`src/design/sirs_pkg.sv`:
```
// Shared types, constants and alphabet helpers for the radix symbol converter.
package sirs_pkg;

  localparam int MAX_RADIX   = 16;
  localparam int VAL_W       = 32;
  localparam int SYM_W       = 8;
  localparam int RADIX_W     = 5;
  localparam int DIGIT_W     = 4;
  localparam int ALPHA_W     = 64;
  localparam int CFG_IDX_W   = 2;
  localparam int STACK_DEPTH = 32;
  localparam int STACK_AW    = 5;
  localparam int CNT_W       = 6;
  localparam int DIV_STEPS   = 8;
  localparam int CHUNK_W     = 2;

  localparam logic [SYM_W-1:0] SYM_PLUS  = 8'h2B;
  localparam logic [SYM_W-1:0] SYM_MINUS = 8'h2D;
  localparam logic [SYM_W-1:0] SYM_NUL   = 8'h00;

  typedef enum logic [CFG_IDX_W-1:0] {
    REG_RADIX    = 2'd0,
    REG_ALPHA_LO = 2'd1,
    REG_ALPHA_HI = 2'd2
  } cfg_reg_t;

  typedef enum logic [1:0] {
    ST_IDLE,
    ST_DIV,
    ST_SIGN,
    ST_EMIT
  } back_state_t;

  // Classified item passed from the front to the back
  typedef struct packed {
    logic [VAL_W-1:0] mag;
    logic             neg;
    logic             invalid;
  } work_item_t;

  typedef struct packed {
    logic [SYM_W-1:0] symbol;
    logic             last;
    logic             base_invalid;
  } result_t;

  function automatic logic [SYM_W-1:0] symbol_at(input logic [DIGIT_W-1:0] k,
                                                 input logic [ALPHA_W-1:0] lo,
                                                 input logic [ALPHA_W-1:0] hi);
    logic [ALPHA_W-1:0] half;
    half = k[3] ? hi : lo;
    return half[{k[2:0], 3'b000} +: SYM_W];
  endfunction

  function automatic logic alphabet_ok(input logic [RADIX_W-1:0] radix,
                                       input logic [ALPHA_W-1:0] lo,
                                       input logic [ALPHA_W-1:0] hi);
    logic [2*ALPHA_W-1:0] tab;
    logic                 ok;
    logic [SYM_W-1:0]     si;
    tab = {hi, lo};
    ok  = (radix >= RADIX_W'(2)) && (radix <= RADIX_W'(MAX_RADIX));
    for (int i = 0; i < MAX_RADIX; i++) begin
      si = tab[SYM_W*i +: SYM_W];
      if (RADIX_W'(i) < radix) begin
        if (si == SYM_PLUS || si == SYM_MINUS || si == SYM_NUL) ok = 1'b0;
        for (int j = i + 1; j < MAX_RADIX; j++) begin
          if (RADIX_W'(j) < radix && tab[SYM_W*j +: SYM_W] == si) ok = 1'b0;
        end
      end
    end
    return ok;
  endfunction

endpackage

```
`src/design/sirs_front.sv`:
```
// Front end: takes input values, checks the alphabet and forms the magnitude.
module sirs_front (
  input  logic signed [sirs_pkg::VAL_W-1:0]   in_value,
  input  logic                                in_push,
  output logic                                in_full,
  input  logic [sirs_pkg::RADIX_W-1:0]        radix_i,
  input  logic [sirs_pkg::ALPHA_W-1:0]        alpha_lo_i,
  input  logic [sirs_pkg::ALPHA_W-1:0]        alpha_hi_i,
  input  logic                                q_full,
  output logic                                q_push,
  output sirs_pkg::work_item_t                q_item
);
  import sirs_pkg::*;

  logic [VAL_W-1:0] raw;

  assign raw     = VAL_W'(in_value);
  assign in_full = q_full;
  assign q_push  = in_push && !q_full;

  always_comb begin
    q_item.neg     = raw[VAL_W-1];
    // two's complement negate as unsigned covers the minimum integer
    q_item.mag     = raw[VAL_W-1] ? (VAL_W'(0) - raw) : raw;
    q_item.invalid = !alphabet_ok(radix_i, alpha_lo_i, alpha_hi_i);
  end

endmodule

```
`src/design/sirs_queue.sv`:
```
// Two-entry queue of classified items between front and back.
module sirs_queue (
  input  logic                 clk,
  input  logic                 rst_n,
  input  logic                 push,
  input  sirs_pkg::work_item_t push_item,
  output logic                 full,
  input  logic                 pop,
  output logic                 empty,
  output sirs_pkg::work_item_t pop_item
);
  import sirs_pkg::*;

  localparam logic [1:0] DEPTH = 2'd2;

  work_item_t entry_r [2];
  logic       wp_r, wp_nxt;
  logic       rp_r, rp_nxt;
  logic [1:0] cnt_r, cnt_nxt;
  logic       do_push, do_pop;

  assign full     = (cnt_r == DEPTH);
  assign empty    = (cnt_r == 2'd0);
  assign do_push  = push && !full;
  assign do_pop   = pop && !empty;
  assign pop_item = entry_r[rp_r];

  always_comb begin
    wp_nxt  = do_push ? !wp_r : wp_r;
    rp_nxt  = do_pop ? !rp_r : rp_r;
    cnt_nxt = cnt_r + {1'b0, do_push} - {1'b0, do_pop};
  end

  always_ff @(posedge clk) begin
    if (!rst_n) begin
      wp_r  <= 1'b0;
      rp_r  <= 1'b0;
      cnt_r <= 2'd0;
    end else begin
      wp_r  <= wp_nxt;
      rp_r  <= rp_nxt;
      cnt_r <= cnt_nxt;
    end
  end

  always_ff @(posedge clk) begin
    if (do_push) entry_r[wp_r] <= push_item;
  end

endmodule

```
`src/design/sirs_back.sv`:
```
// Back end: digit division, digit stack and symbol output queue.
module sirs_back (
  input  logic                          clk,
  input  logic                          rst_n,
  input  logic [sirs_pkg::RADIX_W-1:0]  radix_i,
  input  logic [sirs_pkg::ALPHA_W-1:0]  alpha_lo_i,
  input  logic [sirs_pkg::ALPHA_W-1:0]  alpha_hi_i,
  input  logic                          q_empty,
  input  sirs_pkg::work_item_t          q_item,
  output logic                          q_pop,
  output logic                          out_empty,
  input  logic                          out_pop,
  output logic [sirs_pkg::SYM_W-1:0]    out_symbol,
  output logic                          out_last,
  output logic                          out_base_invalid
);
  import sirs_pkg::*;

  localparam logic [1:0]         OUT_DEPTH  = 2'd2;
  localparam logic [CHUNK_W-1:0] CHUNK_LAST = CHUNK_W'(VAL_W / DIV_STEPS - 1);

  back_state_t          state_r, state_nxt;
  logic [VAL_W-1:0]     w_r, w_nxt;
  logic [DIGIT_W-1:0]   rem_r, rem_nxt;
  logic [CHUNK_W-1:0]   chunk_r, chunk_nxt;
  logic [CNT_W-1:0]     cnt_r, cnt_nxt;
  logic                 neg_r, neg_nxt;
  logic                 rd_pend_r;
  logic                 rd_last_r, rd_last_nxt;
  logic [DIGIT_W-1:0]   rd_data_r;

  logic [DIGIT_W-1:0]   stack_mem [STACK_DEPTH];
  logic                 st_we;
  logic [STACK_AW-1:0]  st_waddr;
  logic                 rd_en;
  logic [STACK_AW-1:0]  rd_addr;
  logic [CNT_W-1:0]     cnt_dec;

  logic [VAL_W-1:0]     div_w;
  logic [DIGIT_W-1:0]   div_rem;

  result_t              ofifo_r [2];
  logic                 owp_r, orp_r;
  logic [1:0]           ocnt_r, ocnt_nxt;
  logic                 dir_push;
  result_t              dir_res;
  logic                 push, pop;
  result_t              push_res;

  // Eight restoring-division steps per cycle; quotient bits shift into w
  always_comb begin
    logic [RADIX_W-1:0] t;
    div_w   = w_r;
    div_rem = rem_r;
    for (int i = 0; i < DIV_STEPS; i++) begin
      t     = {div_rem, div_w[VAL_W-1]};
      div_w = {div_w[VAL_W-2:0], 1'b0};
      if (t >= radix_i) begin
        div_rem  = DIGIT_W'(t - radix_i);
        div_w[0] = 1'b1;
      end else begin
        div_rem = t[DIGIT_W-1:0];
      end
    end
  end

  assign cnt_dec  = cnt_r - CNT_W'(1);
  assign rd_addr  = cnt_dec[STACK_AW-1:0];
  assign st_waddr = cnt_r[STACK_AW-1:0];

  always_comb begin
    state_nxt   = state_r;
    w_nxt       = w_r;
    rem_nxt     = rem_r;
    chunk_nxt   = chunk_r;
    cnt_nxt     = cnt_r;
    neg_nxt     = neg_r;
    rd_last_nxt = rd_last_r;
    q_pop       = 1'b0;
    st_we       = 1'b0;
    rd_en       = 1'b0;
    dir_push    = 1'b0;
    dir_res     = '0;
    unique case (state_r)
      ST_IDLE: begin
        if (!q_empty && !rd_pend_r && ocnt_r != OUT_DEPTH) begin
          q_pop = 1'b1;
          if (q_item.invalid) begin
            dir_push             = 1'b1;
            dir_res.symbol       = SYM_NUL;
            dir_res.last         = 1'b1;
            dir_res.base_invalid = 1'b1;
          end else begin
            w_nxt     = q_item.mag;
            rem_nxt   = '0;
            chunk_nxt = '0;
            cnt_nxt   = '0;
            neg_nxt   = q_item.neg;
            state_nxt = ST_DIV;
          end
        end
      end
      ST_DIV: begin
        w_nxt     = div_w;
        rem_nxt   = div_rem;
        chunk_nxt = chunk_r + CHUNK_W'(1);
        if (chunk_r == CHUNK_LAST) begin
          st_we   = 1'b1;
          cnt_nxt = cnt_r + CNT_W'(1);
          rem_nxt = '0;
          if (div_w == '0 || cnt_r >= CNT_W'(STACK_DEPTH - 1)) begin
            state_nxt = neg_r ? ST_SIGN : ST_EMIT;
          end
        end
      end
      ST_SIGN: begin
        if (ocnt_r != OUT_DEPTH) begin
          dir_push       = 1'b1;
          dir_res.symbol = SYM_MINUS;
          state_nxt      = ST_EMIT;
        end
      end
      ST_EMIT: begin
        // count the read in flight against free output slots
        if (ocnt_r == 2'd0 || (ocnt_r == 2'd1 && !rd_pend_r)) begin
          rd_en       = 1'b1;
          cnt_nxt     = cnt_dec;
          rd_last_nxt = (cnt_r == CNT_W'(1));
          if (cnt_r == CNT_W'(1)) state_nxt = ST_IDLE;
        end
      end
      default: state_nxt = ST_IDLE;
    endcase
  end

  always_ff @(posedge clk) begin
    if (!rst_n) begin
      state_r   <= ST_IDLE;
      chunk_r   <= '0;
      cnt_r     <= '0;
      rd_pend_r <= 1'b0;
    end else begin
      state_r   <= state_nxt;
      chunk_r   <= chunk_nxt;
      cnt_r     <= cnt_nxt;
      rd_pend_r <= rd_en;
    end
  end

  always_ff @(posedge clk) begin
    w_r       <= w_nxt;
    rem_r     <= rem_nxt;
    neg_r     <= neg_nxt;
    rd_last_r <= rd_last_nxt;
  end

  // Digit stack
  always_ff @(posedge clk) begin
    if (st_we) stack_mem[st_waddr] <= div_rem;
    if (rd_en) rd_data_r <= stack_mem[rd_addr];
  end

  // Output queue
  always_comb begin
    if (rd_pend_r) begin
      push_res.symbol       = symbol_at(rd_data_r, alpha_lo_i, alpha_hi_i);
      push_res.last         = rd_last_r;
      push_res.base_invalid = 1'b0;
    end else begin
      push_res = dir_res;
    end
  end

  assign push     = rd_pend_r || dir_push;
  assign pop      = out_pop && (ocnt_r != 2'd0);
  assign ocnt_nxt = ocnt_r + {1'b0, push} - {1'b0, pop};

  assign out_empty        = (ocnt_r == 2'd0);
  assign out_symbol       = ofifo_r[orp_r].symbol;
  assign out_last         = ofifo_r[orp_r].last;
  assign out_base_invalid = ofifo_r[orp_r].base_invalid;

  always_ff @(posedge clk) begin
    if (!rst_n) begin
      owp_r  <= 1'b0;
      orp_r  <= 1'b0;
      ocnt_r <= 2'd0;
    end else begin
      if (push) owp_r <= !owp_r;
      if (pop) orp_r <= !orp_r;
      ocnt_r <= ocnt_nxt;
    end
  end

  always_ff @(posedge clk) begin
    if (push) ofifo_r[owp_r] <= push_res;
  end

`ifndef SYNTHESIS
  a_out_no_overflow: assert property (@(posedge clk) disable iff (!rst_n)
    !(push && !pop && ocnt_r == OUT_DEPTH))
    else $error("output queue overflow");

  a_read_has_digit: assert property (@(posedge clk) disable iff (!rst_n)
    rd_en |-> (cnt_r != '0))
    else $error("digit stack read while empty");

  a_rem_in_range: assert property (@(posedge clk) disable iff (!rst_n)
    (state_r == ST_DIV) |-> ({1'b0, rem_r} < radix_i))
    else $error("partial remainder not below radix");

  a_push_exclusive: assert property (@(posedge clk) disable iff (!rst_n)
    !(dir_push && rd_pend_r))
    else $error("two result sources in one cycle");
`endif

endmodule

```
`src/design/signed_int_to_radix_symbols.sv`:
```
// The divider forms each digit at 8 quotient bits a cycle; once the last digit is stored, a sign
// symbol leaves first, then the digits from the stack, the most significant first; even with
// out_pop held high, the two-entry output queue can hold off a stack read.
// The back end takes the next value from the queue only once it is done with the last one;
// an invalid alphabet yields a single base_invalid result. The divider sets the pace.
// Reset: synchronous active-low rst_n clears configuration, control state and queues only.
module signed_int_to_radix_symbols (
  input  logic                                clk,
  input  logic                                rst_n,
  input  logic signed [sirs_pkg::VAL_W-1:0]   in_value,
  input  logic                                in_push,
  output logic                                in_full,
  output logic [sirs_pkg::SYM_W-1:0]          out_symbol,
  output logic                                out_last,
  output logic                                out_base_invalid,
  output logic                                out_empty,
  input  logic                                out_pop,
  input  logic                                cfg_valid,
  output logic                                cfg_ready,
  input  logic [sirs_pkg::CFG_IDX_W-1:0]      cfg_index,
  input  logic [sirs_pkg::ALPHA_W-1:0]        cfg_data
);
  import sirs_pkg::*;

  logic [RADIX_W-1:0] radix_r;
  logic [ALPHA_W-1:0] alpha_lo_r;
  logic [ALPHA_W-1:0] alpha_hi_r;

  logic       q_full, q_push, q_pop, q_empty;
  work_item_t q_in_item, q_out_item;

  assign cfg_ready = 1'b1;

  always_ff @(posedge clk) begin
    if (!rst_n) begin
      radix_r    <= '0;
      alpha_lo_r <= '0;
      alpha_hi_r <= '0;
    end else if (cfg_valid && cfg_ready) begin
      unique case (cfg_index)
        REG_RADIX:    radix_r    <= cfg_data[RADIX_W-1:0];
        REG_ALPHA_LO: alpha_lo_r <= cfg_data;
        REG_ALPHA_HI: alpha_hi_r <= cfg_data;
        default: ;
      endcase
    end
  end

  sirs_front u_front (
    .in_value   (in_value),
    .in_push    (in_push),
    .in_full    (in_full),
    .radix_i    (radix_r),
    .alpha_lo_i (alpha_lo_r),
    .alpha_hi_i (alpha_hi_r),
    .q_full     (q_full),
    .q_push     (q_push),
    .q_item     (q_in_item)
  );

  sirs_queue u_queue (
    .clk       (clk),
    .rst_n     (rst_n),
    .push      (q_push),
    .push_item (q_in_item),
    .full      (q_full),
    .pop       (q_pop),
    .empty     (q_empty),
    .pop_item  (q_out_item)
  );

  sirs_back u_back (
    .clk              (clk),
    .rst_n            (rst_n),
    .radix_i          (radix_r),
    .alpha_lo_i       (alpha_lo_r),
    .alpha_hi_i       (alpha_hi_r),
    .q_empty          (q_empty),
    .q_item           (q_out_item),
    .q_pop            (q_pop),
    .out_empty        (out_empty),
    .out_pop          (out_pop),
    .out_symbol       (out_symbol),
    .out_last         (out_last),
    .out_base_invalid (out_base_invalid)
  );

endmodule
```
`config.mk`:
```
export PLATFORM = sky130hd
export DESIGN_NAME = signed_int_to_radix_symbols
export DESIGN_NICKNAME = d
export VERILOG_FILES = /design/src/design/sirs_pkg.sv /design/src/design/sirs_front.sv /design/src/design/sirs_queue.sv /design/src/design/sirs_back.sv /design/src/design/signed_int_to_radix_symbols.sv
export SDC_FILE = /design/constraint.sdc
export NUM_CORES = 2
export LEC_CHECK = 0
export BUFFER_PORTS_ARGS = -buffer_cell sky130_fd_sc_hd__buf_2
export CORE_MARGIN = 5
export CORE_UTILIZATION = 50
export CTS_CLUSTER_DIAMETER = 80
export CTS_CLUSTER_SIZE = 12
export DETAILED_ROUTE_END_ITERATION = 10
export GPL_ROUTABILITY_DRIVEN = 1
export MAX_ROUTING_LAYER = met4
export PLACE_DENSITY_LB_ADDON = 0.3
export SLEW_MARGIN = 20
export SYNTH_ARGS = -nofsm -noshare
export SYNTH_HDL_FRONTEND = slang
export SYNTH_SLANG_ARGS = --single-unit
export TNS_END_PERCENT = 10
```
`constraint.sdc`:
```
create_clock -name clk -period 15.35 [get_ports clk]
set_clock_uncertainty 0.05 [all_clocks]
set_input_delay 3.07 -clock clk [delete_from_list [all_inputs] [get_ports clk]]
set_output_delay 3.07 -clock clk [all_outputs]
set_load 0.01 [all_outputs]
```
---- After elaboration in Yosys (flattened, before gate mapping) ----
Memories as Yosys holds them, arrays and structs flattened. A register that Yosys moved wholly into a read port is not among the register bits.
Cells that the tools add are included.
word-level totals
  register bits after elaboration ......... 190
  memory bits (writable) .................. 216
  input bits .............................. 103
  output and inout bits ................... 13
  logic and storage cells ................. 657
  memories kept ........................... 3
cells by class
  add/sub/neg operators ................... 16
  order comparisons ....................... 27
  equality and inequality tests ........... 169
  shift operators ......................... 1
  mux-type cells .......................... 220
  bitwise operators ....................... 1
  reduce and logical (&&, ||, !) cells .... 203
memories
  name              words  width  rd ports  clocked after Yosys merged registers in  wr ports  line              source
  u_back.stack_mem  32     4      1         1                                        1         sirs_back.sv:32   logic [DIGIT_W-1:0] stack_mem [STACK_DEPTH];
  u_queue.entry_r   2      34     1         1                                        1         sirs_queue.sv:16  work_item_t entry_r [2];
  u_back.ofifo_r    2      10     1         1                                        1         sirs_back.sv:42   result_t ofifo_r [2];
operator list
  kind                                                  number
  equality test 8 bit                                   120
  equality test 8 x 6 -> 1 bit (second input constant)  32
  two-way mux 1 bit                                     180
  logical AND 1 bit                                     128
  zero test 8 bit                                       16
  two-way mux 32 bit                                    3
  two-way mux 64 bit                                    1
  one-hot mux 32 bit (2 select lines)                   1
  indexed part select 64 x 7 -> 8 bit                   1
  two-way mux 4 bit                                     11
  greater-or-equal comparator 5 bit                     8
  < comparator 4 x 5 -> 1 bit (first input constant)    8
  logical OR 1 bit                                      35
  zero test 32 bit                                      1
  subtractor 1 x 32 -> 32 bit (first input constant)    1
  subtractor 4 bit                                      8
  two-way mux 6 bit                                     5
  two-way mux 2 bit                                     11
  < comparator 3 x 5 -> 1 bit (first input constant)    4
  two-way mux 10 bit                                    2
  one-hot mux 6 bit (3 select lines)                    1
  one-hot mux 8 bit (2 select lines)                    1
  != test 2 x 1 -> 1 bit (second input constant)        6
  equality test 2 bit (second input constant)           5
  other kinds (26)                                      48

---- Logic depth before layout (Yosys ltp) ----
  word-level depth ........................ 156
  depth in mapped cells ................... 56
  gate-level depth less buffers ........... 55

---- Hierarchy ----
From an unflattened synthesis, not the netlist that was laid out.
unflattened totals
  cell total of the unflattened synthesis .. 3261
  area total of the unflattened synthesis .. 32645.1 sq um
by module, submodules not included
  module                       times used  cells an instance  area an instance (sq um)  seq. area each (sq um)
  sirs_front                   1           1835               13394.1                   0.0
  sirs_back                    1           788                11313.4                   6025.8
  signed_int_to_radix_symbols  1           505                5094.9                    2662.6
  sirs_queue                   1           133                2842.7                    2142.1

---- Worst setup path after synthesis ----
No wires, ideal clock.
  path kind ............................... register to register
  start ................................... register radix_r[1]
  end ..................................... register u_back.rem_r[2] (data pin)
  setup time .............................. 0.160 ns
  data arrival time ....................... 12.488 ns
  required time ........................... 15.140 ns
  setup slack ............................. 2.652 ns
  cell stages (with the launch flop) ...... 51
  path buffers ............................ 2
  period minus slack after synthesis ...... 12.698 ns
  path through ............................ dfxtp_1 > clkbuf_1 > inv_1 > ha_1 > nor2b_1 > o21ai_0 > a21oi_1 > a211o_1 > mux2i_1 > ha_1 > a21o_1 > a21oi_1 > o21ai_1 > mux2i_1 > ha_1 > nor2b_1 > o21ai_0 > a21boi_0 > (+15 left out) > a311o_1 > o221ai_1 > mux2_2 > ha_1 > or2_2 > a21oi_1 > a31oi_1 > o21ai_0 > inv_1 > ha_1 > nor2b_1 > o21ai_0 > a21boi_0 > o21ai_0 > nand2b_1 > clkbuf_1 > mux2i_1 > nor3b_1
on the way
  word-level cells in the longest chain between the ends .. 18
  elaborated cells between the ends (all ways) .. 26
  classes of those cells .................. add/sub: 8; order compare: 8; mux: 10
RTL lines
  what                                                                   line                               source
  from (decl)                                                            signed_int_to_radix_symbols.sv:25  logic [RADIX_W-1:0] radix_r;
  from (signal assigned)                                                 signed_int_to_radix_symbols.sv:41  REG_RADIX: radix_r <= cfg_data[RADIX_W-1:0];
  subtractor 4 bit or greater-or-equal comparator 5 bit (tied branches)  sirs_back.sv:59, sirs_back.sv:58
  two-way mux 4 bit                                                      sirs_back.sv:58                    if (t >= radix_i) begin
  subtractor 4 bit or greater-or-equal comparator 5 bit (tied branches)  sirs_back.sv:59, sirs_back.sv:58
  two-way mux 4 bit                                                      sirs_back.sv:58
  subtractor 4 bit or greater-or-equal comparator 5 bit (tied branches)  sirs_back.sv:59, sirs_back.sv:58
  two-way mux 4 bit                                                      sirs_back.sv:58
  greater-or-equal comparator 5 bit or subtractor 4 bit (tied branches)  sirs_back.sv:58, sirs_back.sv:59
  two-way mux 4 bit                                                      sirs_back.sv:58
  (+3 left out)                                                          -
  two-way mux 4 bit                                                      sirs_back.sv:58
  greater-or-equal comparator 5 bit or subtractor 4 bit (tied branches)  sirs_back.sv:58, sirs_back.sv:59
  two-way mux 4 bit                                                      sirs_back.sv:58
  subtractor 4 bit or greater-or-equal comparator 5 bit (tied branches)  sirs_back.sv:59, sirs_back.sv:58
  two-way mux 4 bit *                                                    sirs_back.sv:58
  named net u_back.div_rem[2]                                            sirs_back.sv:40                    logic [DIGIT_W-1:0] div_rem;
  two-way mux 4 bit *                                                    sirs_back.sv:107                   if (chunk_r == CHUNK_LAST) begin
  one-hot mux 4 bit (2 select lines) *                                   sirs_back.sv:84                    unique case (state_r)
  to (signal assigned)                                                   sirs_back.sv:152                   rem_r <= rem_nxt;
  to (decl)                                                              sirs_back.sv:24                    logic [DIGIT_W-1:0] rem_r, rem_nxt;
Mark *: on every way through the listed nets, which the timed path passes. The rest lies on a longest branch.
A chain may end at the register's enable or synchronous reset.

---- Final worst setup path ----
  start ................................... register radix_r[2]
  end ..................................... register u_back.rem_r[3] (data pin)
on the way
  word-level cells in the longest chain between the ends .. 18
  elaborated cells between the ends (all ways) .. 26
  classes of those cells .................. add/sub: 8; order compare: 8; mux: 10
RTL lines
  what                                                                   line
  subtractor 4 bit or greater-or-equal comparator 5 bit (tied branches)  sirs_back.sv:59, sirs_back.sv:58
  two-way mux 4 bit                                                      sirs_back.sv:58
  subtractor 4 bit or greater-or-equal comparator 5 bit (tied branches)  sirs_back.sv:59, sirs_back.sv:58
  two-way mux 4 bit                                                      sirs_back.sv:58
  greater-or-equal comparator 5 bit or subtractor 4 bit (tied branches)  sirs_back.sv:58, sirs_back.sv:59
  two-way mux 4 bit                                                      sirs_back.sv:58
  subtractor 4 bit or greater-or-equal comparator 5 bit (tied branches)  sirs_back.sv:59, sirs_back.sv:58
  two-way mux 4 bit                                                      sirs_back.sv:58
  (+3 left out)                                                          -
  two-way mux 4 bit                                                      sirs_back.sv:58
  greater-or-equal comparator 5 bit or subtractor 4 bit (tied branches)  sirs_back.sv:58, sirs_back.sv:59
  two-way mux 4 bit                                                      sirs_back.sv:58
  subtractor 4 bit or greater-or-equal comparator 5 bit (tied branches)  sirs_back.sv:59, sirs_back.sv:58
  two-way mux 4 bit *                                                    sirs_back.sv:58
  named net u_back.div_rem[3]                                            sirs_back.sv:40
  two-way mux 4 bit *                                                    sirs_back.sv:107
  one-hot mux 4 bit (2 select lines) *                                   sirs_back.sv:84
Marks and branches as above.

==> run_results.csv <==
group,metric,value,unit
power,p_leak,13.6,nW
layout,syn2layout_area_growth,8.91,%
min_path,hold_path_class,"register to register",
clocking,cts_root_buf,"clkbuf_16",
setup_path,worst_path_max_delay_cell,"o221ai_1",
setup_path,critical-path-max-stage-delay,0.61,ns
sta,report.final.slew_viol_count,0,
clocking,cts_tree,"built",
routing,wirelength,108,mm
sta,fmax,0.0728,GHz
sta,hold_slack,0.409,ns
sta,finalSetupViolCount,0,
sta,max_slew_margin,17.9,%
routing,avgViaCountPerCell,6.32,
grt,grt_start_max_net_pins,76,
die,die-area,68100,µm²
synthesis,async_reset_ff_share,0,%
die,dieWidth,261,µm
setup_path,crit_required,15.66,ns
synthesis,syn_inst,3326,
sta,fin_crit,13.73,ns
synthesis,avgSynthCellArea,9.46,µm²
layout,drive_above_1_share,13.8,%
clocking,post-cts-setup-buffers,0,
clocking,cts_buffers,41,
die,pin_count,116,
routing,num_vias,26335,
sta,min_period_over_period,89.5,%
setup_path,critPathKind,"register to register",
layout,stdcell_count,4165,
synthesis,netlist_top_cells_area,"edfxtp_1 (25%), xnor2_1 (15%), xor2_1 (13%)",
flow_run,max_cap_violations,0,
synthesis,synth_fp_nets,3492,
routing,drc_errors,0,
place,portBuffers,114,
clocking,h-tree-depth,2,
synthesis,synth_top_area_share,24.6,%
routing,drt_first_pass_iters,8,
routing,ant_nets,0,
clocking,clk_latency,0.61,ns
layout,nFillCells,5578,
place,dp_cells,4090,
layout,fin_nets,3453,
sta,finalSetupTns,0,ns
synthesis,synth.distinct_cells,65,
power,ir_worst_vdd,0.914,mV
synthesis,syn_area,31500,µm²
setup_path,crit_fanout,33,
place,hpwl,66.7,mm
synthesis,synthFlopType,"edfxtp_1",
synthesis,synth_commonest_cells,"xnor2_1 (554), xor2_1 (476), nand2_1 (331)",
setup_path,worst_ep_arrival_time,14.05,ns
place,place_area,33000,µm²
status,outcome,"complete, no violations",
die,initial_core_util,50.2,%
setup_path,endpoint_kind,"register",
grt,grt_pass1_wl,161,mm
synthesis,synth_edf_count,258,
routing,drtIter0Drc,3571,
routing,wire_per_inst,26.0,µm
sta,final-hold-violation-count,0,
synthesis,yosysMostFrequentCell,"xnor2_1",
power,p_per_area,238,nW/µm²
layout,final_area,34300,µm²
synthesis,synth-seq-area-share,34.4,%
sta,worst_slew_pin_slew,1.22,ns
clocking,cts.sinks,412,
clocking,clk_pin_slew_worst_paths,0.07,ns
grt,grt.overflow.total,0,
synthesis,synth.largest_area_cell,"edfxtp_1",
place,gp_congestion,1.08,
synthesis,yosys_register_bits,412,
setup_path,start_kind,"register",
die,dieHeight,261,µm
die,row_count,92,
sta,rsz0062_at_grt,"no",
grt,antenna_found_initial,1,
clocking,clock_path_buffers,3,
grt,grt_usage,31.8,%
clocking,cts.repair.resized,0,
synthesis,yosys_warnings,0,
grt,grt_pass1_vias,25289,
clocking,cts_hold_buf,0,
die,core_region_area,62700,µm²
[worst paths after layout]
| check | startpoint | to | slack, ns | cells after the start |
|---|---|---|---|---|
| max | radix_r[2] | u_back.rem_r[3] | 1.62 | 52 |
| min | alpha_lo_r[2] | alpha_lo_r[2] | 0.41 | 2 |
| max reg2reg | radix_r[2] | u_back.rem_r[3] | 1.62 | 52 |
| min reg2reg | alpha_lo_r[2] | alpha_lo_r[2] | 0.41 | 2 |
[sequential cells by signal, indices dropped and copies added (netlist names), 4 cells and up, named ones only]
signal,cells
u_back.cnt_r,6
alpha_hi_r,64
radix_r,5
u_back.rem_r,4
u_back.rd_data_r,4
u_back.ofifo_r,20
alpha_lo_r,64
u_queue.entry_r,68
u_back.stack_mem,128
u_back.w_r,32
[power by group]
group          switching (mW)  internal [mW]  total [mW]
Combinational            2.84           1.25        4.09
Sequential             0.0393           3.04        3.08
Clock                   0.429          0.556       0.985
Total                    3.31           4.85        8.15
[layout by cell type (no fill, tap or decap), types with 9 or more instances in the layout]
cell,count
xnor2_1,553
xor2_1,476
nand2_1,331
edfxtp_1,258
a21oi_1,172
buf_4,153
dfxtp_1,149
nor4_1,135
nand4_1,135
buf_2,114
nor2_1,87
mux4_2,80
o21ai_0,66
nor3_1,63
nand3_1,57
ha_1,53
inv_1,49
clkbuf_16,42
mux2i_1,38
a31oi_1,28
mux2_2,27
clkbuf_1,24
or4_1,19
nor2b_1,18
o31ai_1,15
o41ai_1,12
a41oi_1,11
and2_1,10
o22ai_1,10
nand2b_1,9
a21o_1,9
[per-layer routing]
layer	track usage, %	vias up	part of all wire (%)
met5	-	-	0
met4	18.5	0	7.4
met1	39.5	12519	37
met3	7.26	596	12
met2	47.9	1753	44
li1	-	11467	-
[kinds of logic after synthesis]
kind of cell    count (synthesis)  synth area share (%)
compound gates                365                  6.88
flops                         412                  34.4
xor+xnor                     1030                  28.7
mux                           147                  7.96
fa+ha+maj                      63                  2.70
simple gates                  907                  14.6
other cells                     1                0.0119
buf+inv                       401                  4.80
[cell type report]
cell class	instances	area [µm²]	area share, %
Antenna cell	1	2.50	0.00730
Tap cell	846	1060	3.09
Clock inverter	6	109	0.318
Multi-Input combinational cell	2513	19200	56.0
Timing Repair Buffer	267	1720	5.02
Clock buffer	68	1170	3.41
Sequential cell	412	10800	31.6
Inverter	52	198	0.577
[critical path, delay by kind of cell, from the launching register on]
kind,cells,cell delay [ns]
AOI/OAI and AO/OA,23,5.87
adders and majority gates,8,2.49
and+or+nand+nor,13,2.13
muxes,4,1.76
DFF,1,0.59
buffers and inverters,4,0.58
[stage by stage]
| step | utilization (%) | power, mW | worst slack (ns) |
|---|---|---|---|
| 4_1_cts | 54.6 | 8.11 | 1.08 |
| 6_report | 54.6 | 8.15 | 1.62 |
| 3_3_place_gp | 52.6 | 7.02 | 1.52 |
| 2_1_floorplan | - | 5.47 | 2.65 |
| 3_5_place_dp | 52.6 | 7.11 | 1.19 |
| 5_1_grt | 54.6 | 8.57 | 0.309 |
Note: power is estimated with default switching activity, not from simulation.
